===== config.mk =====
export PLATFORM = sky130hd
export DESIGN_NAME = pkcs7_der_header_walker
export DESIGN_NICKNAME = d
export VERILOG_FILES = /design/src/rtl/pdhw_pkg.sv /design/src/rtl/pkcs7_der_header_walker.sv /design/src/rtl/pdhw_front.sv /design/src/rtl/pdhw_parser.sv
export VERILOG_INCLUDE_DIRS = /design/src /design/src/rtl
export SDC_FILE = /design/constraint.sdc
export NUM_CORES = 1
export LEC_CHECK = 0
export ABC_AREA = 1
export BUFFER_PORTS_ARGS = -buffer_cell sky130_fd_sc_hd__buf_4
export CAP_MARGIN = 40
export CELL_PAD_IN_SITES_DETAIL_PLACEMENT = 0
export CELL_PAD_IN_SITES_GLOBAL_PLACEMENT = 1
export CORE_ASPECT_RATIO = 0.6
export CORE_MARGIN = 10
export CORE_UTILIZATION = 25
export CTS_CLUSTER_SIZE = 40
export DETAILED_ROUTE_END_ITERATION = 6
export GPL_TIMING_DRIVEN = 0
export PLACE_DENSITY = 0.62
export SYNTH_ARGS = -nofsm -noshare
export SYNTH_HDL_FRONTEND = slang
export SYNTH_SLANG_ARGS = --single-unit

===== constraint.sdc =====
create_clock -name clock -period 11.2 [get_ports clock]
set_input_delay 0 -clock clock [delete_from_list [all_inputs] [get_ports clock]]
set_output_delay 0 -clock clock [all_outputs]
set_load 0.03 [all_outputs]

===== src/rtl/assert_macros.svh =====
// Assertion macros for the RTL of the header walker.
`ifndef ASSERT_MACROS_SVH
`define ASSERT_MACROS_SVH
`ifndef SYNTHESIS
`define ASSERT_SAME(lbl, clk, rst, ante, cons) \
   lbl: assert property (@(posedge clk) disable iff (rst) (ante) |-> (cons)) \
      else $error("assertion failed");
`define ASSERT_NEXT(lbl, clk, rst, ante, cons) \
   lbl: assert property (@(posedge clk) disable iff (rst) (ante) |=> (cons)) \
      else $error("assertion failed");
`else
`define ASSERT_SAME(lbl, clk, rst, ante, cons)
`define ASSERT_NEXT(lbl, clk, rst, ante, cons)
`endif
`endif


===== src/rtl/pdhw_pkg.sv =====
// Package: types, schema tables and phase codes of the header walker.
package pdhw_pkg;
   localparam logic [2:0] PH_TAG      = 3'd0;
   localparam logic [2:0] PH_TAG_BARE = 3'd1;
   localparam logic [2:0] PH_LEN      = 3'd2;
   localparam logic [2:0] PH_LONG     = 3'd3;
   localparam logic [2:0] PH_DISCARD  = 3'd4;
   localparam logic [2:0] PH_SKIP     = 3'd5;
   localparam logic [2:0] PH_WLEN     = 3'd6;
   localparam logic [2:0] PH_WDISCARD = 3'd7;

   localparam logic [4:0] LAST_STEP = 5'd29;

   typedef struct packed {
      logic [7:0]  data_byte;
      logic [31:0] position;
   } q_entry_type;

   typedef struct packed {
      logic        record_valid;
      logic [4:0]  element_id;
      logic [7:0]  element_tag;
      logic [1:0]  nest_level;
      logic [31:0] content_offset;
      logic [31:0] content_length;
      logic        done_res;
      logic        parse_ok;
   } rsp_type;

   typedef struct packed {
      logic finished;
   } status_type;

   function automatic logic [7:0] elem_tag(input logic [4:0] e);
      logic [7:0] t;
      begin
         case (e)
            5'd0: t = 8'h06;  5'd1: t = 8'h30;  5'd2: t = 8'h02;  5'd3: t = 8'h31;
            5'd4: t = 8'h30;  5'd5: t = 8'h30;  5'd6: t = 8'h30;  5'd7: t = 8'h02;
            5'd8: t = 8'h02;  5'd9: t = 8'h30;  5'd10: t = 8'h30; 5'd11: t = 8'h30;
            5'd12: t = 8'h30; 5'd13: t = 8'h30; 5'd14: t = 8'hA1; 5'd15: t = 8'hA2;
            5'd16: t = 8'hA3; 5'd17: t = 8'h30; 5'd18: t = 8'h03; 5'd19: t = 8'h30;
            5'd20: t = 8'h31; 5'd21: t = 8'h30; 5'd22: t = 8'h02; 5'd23: t = 8'h30;
            5'd24: t = 8'h30; 5'd25: t = 8'hA0; 5'd26: t = 8'h30; 5'd27: t = 8'h04;
            5'd28: t = 8'hA1;
            default: t = 8'h00;
         endcase
         return t;
      end
   endfunction

   function automatic logic [1:0] elem_level(input logic [4:0] e);
      logic [1:0] l;
      begin
         case (e)
            5'd0, 5'd1: l = 2'd0;
            5'd2, 5'd3, 5'd4, 5'd5, 5'd19, 5'd20: l = 2'd1;
            5'd6, 5'd17, 5'd18, 5'd21: l = 2'd2;
            default: l = 2'd3;
         endcase
         return l;
      end
   endfunction
endpackage


===== src/rtl/pkcs7_der_header_walker.sv =====
// Top level of the PKCS#7 signedData DER header walker.
//
//  channel | ports                 | handshake
//  --------+-----------------------+------------------------------
//  request | req_data_byte         | req_valid / req_stall
//  result  | rsp_* record fields   | rsp_valid / rsp_stall
//  config  | csr_write_data        | csr_write_enable, no wait
//
// One byte per cycle sustained while the result side does not stall;
// the walker's per-byte step over the schema state is combinational, and
// each byte passes the two-entry byte queue, then the result register.
// Reset is synchronous and puts the walker at the outer sequence tag.
// A stalled result holds; the queue keeps taking bytes until it is full.
`include "assert_macros.svh"
module pkcs7_der_header_walker (
   input  logic        clock,
   input  logic        reset,
   input  logic        csr_write_enable,
   input  logic [31:0] csr_write_data,
   input  logic        req_valid,
   output logic        req_stall,
   input  logic [7:0]  req_data_byte,
   output logic        rsp_valid,
   input  logic        rsp_stall,
   output logic        rsp_record_valid,
   output logic [4:0]  rsp_element_id,
   output logic [7:0]  rsp_element_tag,
   output logic [1:0]  rsp_nest_level,
   output logic [31:0] rsp_content_offset,
   output logic [31:0] rsp_content_length,
   output logic        rsp_done_res,
   output logic        rsp_parse_ok
);
   import pdhw_pkg::*;

   logic        q_valid, q_pop;
   q_entry_type q_entry;
   rsp_type     rsp_data;
   status_type  status;

   // front: position tagging and byte queue
   pdhw_front u_front (
      .clock, .reset, .req_valid, .req_stall, .req_data_byte,
      .q_valid, .q_entry, .q_pop
   );

   // back: schema walk and result register
   pdhw_parser u_parser (
      .clock, .reset, .csr_write_enable, .csr_write_data,
      .q_valid, .q_entry, .q_pop, .rsp_valid, .rsp_stall, .rsp_data, .status
   );

   assign rsp_record_valid   = rsp_data.record_valid;
   assign rsp_element_id     = rsp_data.element_id;
   assign rsp_element_tag    = rsp_data.element_tag;
   assign rsp_nest_level     = rsp_data.nest_level;
   assign rsp_content_offset = rsp_data.content_offset;
   assign rsp_content_length = rsp_data.content_length;
   assign rsp_done_res       = rsp_data.done_res;
   assign rsp_parse_ok       = rsp_data.parse_ok;

   // a success flag only travels with done
   `ASSERT_SAME(ok_needs_done, clock, reset, rsp_valid && rsp_parse_ok, rsp_done_res)
   // a result without record carries a zero element id and content length
   `ASSERT_SAME(norec_zero, clock, reset, rsp_valid && !rsp_record_valid,
                rsp_element_id == 5'd0 && rsp_content_length == 32'd0)
   // a done result means the walker has stopped
   `ASSERT_SAME(done_stops, clock, reset, rsp_valid && rsp_done_res, status.finished)
endmodule


===== src/rtl/pdhw_front.sv =====
// Front end: accepts bytes, tags each with its file position and queues it.
module pdhw_front (
   input  logic                 clock,
   input  logic                 reset,
   input  logic                 req_valid,
   output logic                 req_stall,
   input  logic [7:0]           req_data_byte,
   output logic                 q_valid,
   output pdhw_pkg::q_entry_type q_entry,
   input  logic                 q_pop
);
   import pdhw_pkg::*;

   q_entry_type mem_ff [2];
   logic        wr_ptr_ff, wr_ptr_in, rd_ptr_ff, rd_ptr_in;
   logic [1:0]  count_ff, count_in;
   logic [31:0] pos_ff, pos_in;
   logic        push;

   assign req_stall = (count_ff == 2'd2);
   assign push      = req_valid && !req_stall;
   assign q_valid   = (count_ff != 2'd0);
   assign q_entry   = mem_ff[rd_ptr_ff];

   always_comb begin
      pos_in    = push ? pos_ff + 32'd1 : pos_ff;
      wr_ptr_in = push ? ~wr_ptr_ff : wr_ptr_ff;
      rd_ptr_in = q_pop ? ~rd_ptr_ff : rd_ptr_ff;
      count_in  = count_ff + {1'b0, push} - {1'b0, q_pop};
   end

   always_ff @(posedge clock) begin
      if (reset) begin
         pos_ff    <= '0;
         wr_ptr_ff <= 1'b0;
         rd_ptr_ff <= 1'b0;
         count_ff  <= '0;
      end else begin
         pos_ff    <= pos_in;
         wr_ptr_ff <= wr_ptr_in;
         rd_ptr_ff <= rd_ptr_in;
         count_ff  <= count_in;
      end
   end

   always_ff @(posedge clock) begin
      if (push) begin
         mem_ff[wr_ptr_ff] <= '{data_byte: req_data_byte, position: pos_ff};
      end
   end
endmodule


===== src/rtl/pdhw_parser.sv =====
// Back end: schema walker over queued bytes, with a registered result.
module pdhw_parser (
   input  logic                  clock,
   input  logic                  reset,
   input  logic                  csr_write_enable,
   input  logic [31:0]           csr_write_data,
   input  logic                  q_valid,
   input  pdhw_pkg::q_entry_type q_entry,
   output logic                  q_pop,
   output logic                  rsp_valid,
   input  logic                  rsp_stall,
   output pdhw_pkg::rsp_type     rsp_data,
   output pdhw_pkg::status_type  status
);
   import pdhw_pkg::*;

   logic [31:0] total_ff, total_in;
   logic [4:0]  step_ff, step_in;
   logic [2:0]  phase_ff, phase_in;
   logic [31:0] acc_ff, acc_in;
   logic [2:0]  left_ff, left_in;
   logic [31:0] skip_ff, skip_in;
   logic [7:0]  tag_ff, tag_in;
   logic        fin_ff, fin_in;
   logic        out_v_ff, out_v_in;
   rsp_type     out_ff, out_in;

   rsp_type     res;
   logic        res_v;
   logic [7:0]  b;
   logic [31:0] pos;
   logic        do_cmp;
   logic [31:0] clen;
   logic        do_adv, adv_rec, adv_done;
   logic [4:0]  adv_e;
   logic [4:0]  s, e, skip_to;
   logic [2:0]  p;
   logic        resolved, present, tfail;
   logic [6:0]  n;
   logic [31:0] acc_new, snew;
   logic [2:0]  lnew;
   logic [32:0] off;
   logic        bad;

   assign b         = q_entry.data_byte;
   assign pos       = q_entry.position;
   assign q_pop     = q_valid && (!out_v_ff || !rsp_stall);
   assign rsp_valid = out_v_ff;
   assign rsp_data  = out_ff;
   assign status.finished = fin_ff;

   always_comb begin
      total_in = csr_write_enable ? csr_write_data : total_ff;
      step_in = step_ff; phase_in = phase_ff; acc_in = acc_ff; left_in = left_ff;
      skip_in = skip_ff; tag_in = tag_ff; fin_in = fin_ff;
      res = '0; res_v = 1'b0; do_cmp = 1'b0; clen = '0;
      do_adv = 1'b0; adv_rec = 1'b0; adv_done = 1'b0; adv_e = '0;
      s = step_ff; p = phase_ff; e = '0; skip_to = '0; resolved = 1'b0;
      present = 1'b0; tfail = 1'b0; n = '0; acc_new = '0; snew = '0; lnew = '0;
      off = '0; bad = 1'b0;
      if (q_pop && !fin_ff) begin
         case (phase_ff)
            PH_TAG, PH_TAG_BARE: begin
               // at most three optional elements are passed over in a row
               for (int i = 0; i < 5; i++) begin
                  if (!resolved) begin
                     if (s == 5'd0) begin
                        resolved = 1'b1;
                        if (b != 8'h30) tfail = 1'b1;
                        else begin tag_in = b; phase_in = PH_LEN; end
                     end else if (s > LAST_STEP) begin
                        resolved = 1'b1; tfail = 1'b1;
                     end else begin
                        e = s - 5'd1;
                        if (p == PH_TAG && (e == 5'd1 || e == 5'd5 || e == 5'd7 ||
                                            e == 5'd19)) begin
                           case (e)
                              5'd1: begin present = 1'b1; skip_to = 5'd2; end
                              5'd5: begin present = (b == 8'hA0); skip_to = 5'd19; end
                              5'd7: begin
                                 present = (b[7:6] == 2'b10) && (b[4:0] == 5'd0);
                                 skip_to = 5'd8;
                              end
                              default: begin present = (b == 8'hA1); skip_to = 5'd20; end
                           endcase
                           if (present) begin
                              phase_in = PH_WLEN; resolved = 1'b1;
                           end else begin
                              s = skip_to + 5'd1; p = PH_TAG;
                           end
                        end else if (b == elem_tag(e)) begin
                           tag_in = b; phase_in = PH_LEN; resolved = 1'b1;
                        end else if (e == 5'd14 || e == 5'd15 || e == 5'd16 ||
                                     e == 5'd25) begin
                           s = s + 5'd1; p = PH_TAG;
                        end else if (e == 5'd28) begin
                           resolved = 1'b1; fin_in = 1'b1; res_v = 1'b1;
                           res.done_res = 1'b1; res.parse_ok = 1'b1;
                        end else begin
                           resolved = 1'b1; tfail = 1'b1;
                        end
                     end
                  end
               end
               step_in = s;
               if (tfail) begin
                  fin_in = 1'b1; res_v = 1'b1; res.done_res = 1'b1;
               end
            end
            PH_LEN: begin
               if (b[7]) begin
                  n = b[6:0];
                  if (n == 7'd0) begin
                     do_cmp = 1'b1;
                  end else if (n <= 7'd4) begin
                     acc_in = '0; left_in = n[2:0]; phase_in = PH_LONG;
                  end else begin
                     skip_in = {25'd0, n}; phase_in = PH_DISCARD;
                  end
               end else begin
                  do_cmp = 1'b1; clen = {24'd0, b};
               end
            end
            PH_LONG: begin
               acc_new = {acc_ff[23:0], b};
               acc_in  = acc_new;
               lnew    = (left_ff != 3'd0) ? left_ff - 3'd1 : 3'd0;
               left_in = lnew;
               if (lnew == 3'd0) begin do_cmp = 1'b1; clen = acc_new; end
            end
            PH_DISCARD: begin
               snew = (skip_ff != 32'd0) ? skip_ff - 32'd1 : 32'd0;
               skip_in = snew;
               if (snew == 32'd0) do_cmp = 1'b1;
            end
            PH_SKIP: begin
               snew = (skip_ff != 32'd0) ? skip_ff - 32'd1 : 32'd0;
               skip_in = snew;
               if (snew == 32'd0 && step_ff >= 5'd1 && step_ff <= LAST_STEP) begin
                  do_adv = 1'b1; adv_e = step_ff - 5'd1;
               end
            end
            PH_WLEN: begin
               n = b[7] ? b[6:0] : 7'd0;
               if (n == 7'd0) phase_in = PH_TAG_BARE;
               else begin skip_in = {25'd0, n}; phase_in = PH_WDISCARD; end
            end
            default: begin
               snew = (skip_ff != 32'd0) ? skip_ff - 32'd1 : 32'd0;
               skip_in = snew;
               if (snew == 32'd0) phase_in = PH_TAG_BARE;
            end
         endcase

         // element header complete: bounds check, then stop on overrun, or enter or skip
         if (do_cmp) begin
            off = {1'b0, pos} + 33'd1;
            bad = ({1'b0, off} + {2'b0, clen}) > {2'b0, total_ff};
            if (step_ff == 5'd0) begin
               if (bad) begin
                  fin_in = 1'b1; res_v = 1'b1; res.done_res = 1'b1;
               end else begin
                  step_in = 5'd1; phase_in = PH_TAG;
               end
            end else begin
               e = step_ff - 5'd1;
               res_v = 1'b1;
               res.record_valid   = 1'b1;
               res.element_id     = e;
               res.element_tag    = tag_ff;
               res.nest_level     = elem_level(e);
               res.content_offset = off[31:0];
               res.content_length = clen;
               if (bad) begin
                  fin_in = 1'b1; res.done_res = 1'b1;
               end else if (e == 5'd1 || e == 5'd5 || e == 5'd6 || e == 5'd20 ||
                            e == 5'd21) begin
                  step_in = e + 5'd2; phase_in = PH_TAG;
               end else if (clen == 32'd0) begin
                  do_adv = 1'b1; adv_rec = 1'b1; adv_e = e;
               end else begin
                  skip_in = clen; phase_in = PH_SKIP;
               end
            end
         end

         // element content ended: finish the parse or move to the next schema step
         if (do_adv) begin
            phase_in = PH_TAG;
            if (adv_e == 5'd28) begin
               fin_in = 1'b1; adv_done = 1'b1;
            end else if (adv_e == 5'd27) begin
               if (({1'b0, pos} + 33'd1) == {1'b0, total_ff}) begin
                  fin_in = 1'b1; adv_done = 1'b1;
               end else begin
                  step_in = LAST_STEP;
               end
            end else begin
               step_in = adv_e + 5'd2;
            end
            if (adv_rec) begin
               res.done_res = adv_done; res.parse_ok = adv_done;
            end else if (adv_done) begin
               res_v = 1'b1; res.done_res = 1'b1; res.parse_ok = 1'b1;
            end
         end
      end

      out_in = out_ff;
      out_v_in = out_v_ff && rsp_stall;
      if (q_pop && res_v) begin
         out_in = res; out_v_in = 1'b1;
      end
   end

   always_ff @(posedge clock) begin
      if (reset) begin
         total_ff <= '0; step_ff <= '0; phase_ff <= PH_TAG; acc_ff <= '0;
         left_ff <= '0; skip_ff <= '0; tag_ff <= '0; fin_ff <= 1'b0;
         out_v_ff <= 1'b0;
      end else begin
         total_ff <= total_in; step_ff <= step_in; phase_ff <= phase_in;
         acc_ff <= acc_in; left_ff <= left_in; skip_ff <= skip_in;
         tag_ff <= tag_in; fin_ff <= fin_in; out_v_ff <= out_v_in;
      end
   end

   always_ff @(posedge clock) begin
      out_ff <= out_in;
   end
endmodule


Word-level counts from Yosys, hierarchy flattened
Memories as Yosys holds them, arrays and structs flattened. A register that Yosys moved wholly into a read port is not among the register bits.
Cells that the tools add are included.
- bitwise logic cells: 4
- equality and inequality tests: 70
- order comparisons: 9
- muxes and demuxes: 539
- reduce and logical (&&, ||, !) cells: 78
- add/subtract/negate cells: 24
- operators with widths (cell ; count):
    $mux W8 ; 60
    $mux W5 ; 89
    $mux W32 ; 12
    $mux W3 ; 87
    $mux W1 ; 230
    $eq A5 B5 Y1 const B ; 24
    $pmux W32 S3 ; 1
    $mux W80 ; 1
    $mux W2 ; 39
    $pmux W5 S3 ; 5
    $mux W24 ; 3
    $logic_not A32 Y1 ; 2
    $pmux W32 S2 ; 1
    $eq A5 B3 Y1 const B ; 11
    $add A5 B1 Y5 const B ; 10
    $eq A5 B4 Y1 const B ; 10
    $pmux W24 S2 ; 1
    $eq A8 B8 Y1 ; 5
    $add A33 B32 Y34 ; 1
    $gt A34 B32 Y1 ; 1
    $logic_or A1 B1 Y1 ; 34
    $add A32 B1 Y33 const B ; 1
    $eq A33 B32 Y1 ; 1
    $add A32 B1 Y32 const B ; 1
    36 further kinds ; 94
- memory bits (read-only): 1024
- logic and storage cells: 752
- RAM bits: 80
- memories kept: 7
- bits in registers: 227
- output and inout bits: 84
- memory list (memory ; words ; width ; rd ports ; clocked after memory_dff ; wr ports ; line ; RTL):
    (no name shown) ; 32 ; 6 ; 1 ; 0 ; 0 ; pdhw_pkg.sv:37 ; case (e)
    (no name shown) ; 32 ; 6 ; 1 ; 0 ; 0 ; pdhw_pkg.sv:37 ;
    (no name shown) ; 32 ; 6 ; 1 ; 0 ; 0 ; pdhw_pkg.sv:37 ;
    (no name shown) ; 32 ; 6 ; 1 ; 0 ; 0 ; pdhw_pkg.sv:37 ;
    (no name shown) ; 32 ; 6 ; 1 ; 0 ; 0 ; pdhw_pkg.sv:37 ;
    u_front.mem_ff ; 2 ; 40 ; 1 ; 1 ; 1 ; pdhw_front.sv:14 ; q_entry_type mem_ff [2];
    1 more memories ; n/a ; n/a ; n/a ; n/a ; n/a ; n/a ;

Depth between registers and ports, before layout
- depth in word-level cells: 109
- mapped depth: 108
- depth with buffers taken out: 105

Hierarchy
Synthesis repeated with hierarchy kept, for this count alone.
- cells, all modules: 3736
- area total of the unflattened synthesis: 25117.8 sq um
- by module, submodules not included (module ; sequential area each (sq um) ; area each (sq um) ; cells an instance ; times used):
    pdhw_parser ; 4644.5 ; 20218.1 ; 3296 ; 1
    pdhw_front ; 3143.0 ; 4899.7 ; 440 ; 1

Worst setup path after synthesis
No wires, ideal clock.
- kind: reg-to-reg
- start point: register u_parser.step_ff[1]
- end point: register u_parser.out_ff, in the netlist u_parser.rsp_data[0] (enable)
- path slack: -0.826 ns
- data required time: 10.764 ns
- cell stages (with the launch flop): 101
- arrival time: 11.590 ns
- path through: dfxtp_1 -> buf_2 -> inv_1 -> ha_1 -> inv_2 -> nand2_1 -> nand2_1 -> buf_6 -> ha_1 -> inv_1 -> o21ai_1 -> nand2_1 -> nand2_1 -> nand2_1 -> nor2_2 -> nand3_2 -> buf_4 -> nand2_1 -> [... 65 more ...] -> nand2_1 -> nand2_1 -> nand2_1 -> nand2_1 -> nand2_1 -> nand2_1 -> nand2_1 -> nand2_1 -> nor2_2 -> nand3_4 -> nand4_1 -> nand2_1 -> nand2_1 -> o2111ai_1 -> nand2_1 -> nand2_1 -> nand2_1 -> inv_1
- word-level cells in the longest chain between the ends: 92
- elaborated cells on any way between the ends: 432
- RTL lines (what ; line ; RTL):
    start: declaration ; pdhw_parser.sv:18 ; logic [4:0] step_ff, step_in;
    start signal: assignment ; pdhw_parser.sv:222 ; total_ff <= total_in; step_ff <= step_in; phase_ff <= phase_in;
    $sub A5 B1 Y5 ; pdhw_parser.sv:74, pdhw_parser.sv:140, pdhw_parser.sv:166 ;
    $eq A5 B3 Y1, or another cell as far along ; pdhw_parser.sv:75, pdhw_parser.sv:77 ;
    $pmux W5 S3 ; pdhw_parser.sv:77 ; case (e)
    $mux W5 ; pdhw_parser.sv:75 ; if (p == PH_TAG && (e == 5'd1 || e == 5'd5 || e == 5'd7 ||
    $mux W5 ; pdhw_parser.sv:71 ; end else if (s > LAST_STEP) begin
    $mux W5 ; pdhw_parser.sv:67 ; if (s == 5'd0) begin
    $mux W5 ; pdhw_parser.sv:62 ; case (phase_ff)
    $mux W5 ; pdhw_parser.sv:61 ; if (q_pop && !fin_ff) begin
    [... 76 more ...] ; n/a ;
    $mux W1 ; pdhw_parser.sv:160 ; if (bad) begin
    $mux W1 ; pdhw_parser.sv:159 ; if (step_ff == 5'd0) begin
    $mux W1 ; pdhw_parser.sv:156 ; if (do_cmp) begin
    $mux W1 ; pdhw_parser.sv:203 ; end else if (adv_done) begin
    $mux W1 ; pdhw_parser.sv:201 ; if (adv_rec) begin
    $mux W1 (*) ; pdhw_parser.sv:188 ; if (do_adv) begin
    $mux W1 (*) ; pdhw_parser.sv:61 ;
    $logic_and A1 B1 Y1 (*) ; pdhw_parser.sv:211 ; if (q_pop && res_v) begin
    end signal: assignment ; pdhw_parser.sv:229 ; out_ff <= out_in;
    end: declaration ; pdhw_parser.sv:26 ; rsp_type out_ff, out_in;
Every way passes the cells marked *; elsewhere a longest branch is shown, timed or not. The select of a mux whose other input is x is not followed.
A chain may end at the register's enable or synchronous reset.

Worst setup path in the final report
- start point: register u_parser.step_ff[1]
- end point: register u_parser.out_ff, in the netlist u_parser.rsp_data[43] (enable)
Same word-level chain as after synthesis.

==> results.py <==
metrics = {
    "status": {
        "status": "finished clean",
    },
    "sta": {
        "clock.fmax_mhz": 91.3,
        "setup_viol": 0,
        "clock_skew_ps": 21.1,
        "rsz0062_at_grt": "yes",
        "fin_crit_ps": 10960,
        "hold_violations": 0,
        "maxSlewHeadroom": 0.357,
        "timing.final.crit_share": 0.978,
        "slew_violations": 0,
        "worst-slew-pin-transition_ps": 955,
    },
    "floorplanning": {
        "pin_count": 129,
        "die_width_um": 427,
        "die_area_um2": 113000,
        "core-area_um2": 98300,
        "row_count": 89,
        "die_h_um": 264,
        "start_util": 0.252,
    },
    "setup_path": {
        "cp.arrival_ps": 11350,
        "cp_slowest_stage_delay_ps": 370,
        "start_kind": "flop",
        "end_kind": "flop",
        "slowest_stage": "dfxtp_4",
        "cp_max_fo": 13,
        "cp.required_ps": 11590,
        "crit_top_cell": "nand2_1",
        "worstSetupPathType": "flop to flop",
    },
    "grt": {
        "grt_max_degree": 27,
        "gr-total-overflow": 0,
        "grt_pass1_vias": 23206,
        "grt_pass1_wl_um": 157000,
        "antenna_found_initial": 6,
        "track_usage": 0.182,
    },
    "drt": {
        "dr.pass1.iters": 6,
        "viasPerCell": 4.99,
        "avgRoutedWirePerCell_um": 20.5,
        "drt-initial-drc-count": 3354,
        "routed_wl_um": 109000,
        "drc": 0,
        "num_vias": 26698,
        "ant_nets": 0,
    },
    "synthesis": {
        "synth_area_leaders": "edfxtp_1 (20%), nand2_1 (14%), dfxtp_1 (12%)",
        "ys_types": 74,
        "synth_nets": 3780,
        "yosysSeqAreaShare": 0.314,
        "syn_inst": 3622,
        "ys_ff_latch": 308,
        "synth_edf_count": 162,
        "synth_top_area_share": 0.196,
        "ys.flop_type": "edfxtp_1",
        "synth_top_area_cell": "edfxtp_1",
        "synth_most_common_cell": "nand2_1",
        "syn_area_um2": 24800,
        "synth_top_cells_by_count": "nand2_1 (895), inv_1 (445), nor2_1 (356), nand3_1 (280), a21oi_1 (258)",
        "synth_area_per_cell_um2": 6.85,
        "synthArstFlopShare": 0,
        "ys_warn_count": 0,
    },
    "cells_and_area": {
        "nets": 4161,
        "antennaDiodeCount": 0,
        "drive_above_1_share": 0.201,
        "fin_util": 0.325,
        "syn_to_final_growth_pct": 29.1,
    },
    "clocking": {
        "clock_latency_ps": 630,
        "cts_buffers": 31,
        "cts_tree": "built",
        "htreeDepth": 1,
        "clock_path_buffers": 3,
        "clk_root_buffer_cell": "clkbuf_16",
        "clock_sinks": 308,
        "cts.clk_slew.worst_paths_ps": 70,
    },
    "flow_run": {
        "max_cap_viol_count": 0,
    },
    "place": {
        "dp_hpwl_um": 86100,
        "io_buffers": 127,
        "place.gp.congestion": 0.915,
    },
    "min_path": {
        "hold_path_class": "input port to flop",
    },
}
-- path summary, 6_finish.rpt --
check | endpoint | start | cells past startpoint | slack [ps]
setup / recovery | u_parser.rsp_data[43]$_SDFFCE_PP0P_ | u_parser.step_ff[1]$_SDFFE_PP0P_ | 95 | 240
hold / removal | u_front.mem_ff[0][34]$_DFFE_PP_ | req_data_byte[2] | 2 | 100
setup reg to reg | u_parser.rsp_data[43]$_SDFFCE_PP0P_ | u_parser.step_ff[1]$_SDFFE_PP0P_ | 95 | 240
hold reg to reg | u_front.rd_ptr_ff$_SDFFE_PP0P_ | u_front.rd_ptr_ff$_SDFFE_PP0P_ | 1 | 450
-- kinds of logic after synthesis --
group	Yosys count	synth area share
adder cells (fa/ha/maj)	113	0.0573
multiplexers	12	0.00484
AO/OA/AOI/OAI	668	0.155
buffers and inverters	580	0.0933
AND/OR/NAND/NOR	1850	0.343
flip-flops	308	0.314
XOR/XNOR	91	0.0321
-- cell usage in the layout, fill, tap and decap left out, drive strengths merged, types with 23 or more instances in the layout --
master and count:
edfxtp 162, a21oi 263, nor4 28, xor2 83
dlygate4sd3 45, ha 112, nand3 310, buf 336
clkbuf 108, a211oi 23, dfxtp 146, o211ai 32
nand2 967, nor3 60, nor2 398, o21ai 252
nand4 63, inv 464, o22ai 23
-- sequential cells by signal (all words and copies together) (netlist names), 2 cells and up, named ones only --
| name | count |
|---|---|
| u_parser.left_ff | 3 |
| u_parser.step_ff | 5 |
| u_front.mem_ff | 80 |
| u_parser.acc_ff | 24 |
| u_front.count_ff | 2 |
| u_parser.total_ff | 32 |
| u_parser.skip_ff | 32 |
| u_parser.phase_ff | 3 |
| u_parser.rsp_data | 82 |
| u_parser.tag_ff | 8 |
| u_front.pos_ff | 32 |
-- through the flow --
step / instance area (µm²) / TNS, ps / instances / setup slack, ps / hold slack [ps]
floorplan: 24800 / 0 / 3622 / 33.5 / 98.9
global placement: 27400 / -454860 / 5068 / -5000 / 190
detailed placement: 27800 / -315050 / 5093 / -3570 / 192
CTS: 30300 / 0 / 5252 / 7.57 / 65.4
global route: 32000 / -34870 / 5347 / -432 / 94.8
finish: 32000 / 0 / 5347 / 244 / 104
-- cell type report --
class	count	area (µm²)
clock buffers	35	801
fillers	10638	66300
clock inverters	23	290
repair buffers	346	3040
flip-flops and latches	308	7800
well taps	1319	1650
plain buffers	110	614
multi-input cells	2736	16000
inverters	470	1850
-- layer usage --
| layer | part of all wire | global-route usage | vias to the layer above | routed length [µm] |
|---|---|---|---|---|
| li1 | - | - | 12891 | - |
| met2 | 0.36 | 0.222 | 984 | 39500 |
| met4 | 0.012 | 0.0217 | 0 | 1270 |
| met5 | 0 | 0 | - | 0 |
| met1 | 0.52 | 0.303 | 12752 | 57400 |
| met3 | 0.10 | 0.0513 | 71 | 11200 |
-- timing repair --
| action | CTS | global route |
|---|---|---|
| buffers inserted | 54 | 90 |
| pin swaps | 44 | 98 |
| setup endpoints to repair | 102 | 106 |
| cloned | 3 | 5 |
| gates resized for setup | 109 | 250 |
| hold buffers | 45 | 0 |
| endpoints found under the hold margin | 50 | 0 |
-- critical path: cells and delay by family, from the launching register on --
family	cells	cell delay, ps
and+or+nand+nor	66	6550
adders and majority gates	5	900
DFF	1	370
buffers and inverters	19	2110
AOI/OAI and AO/OA	5	700
Power is not shown: default switching activity piles up to over one toggle a cycle in this logic, so the estimate is an artifact.
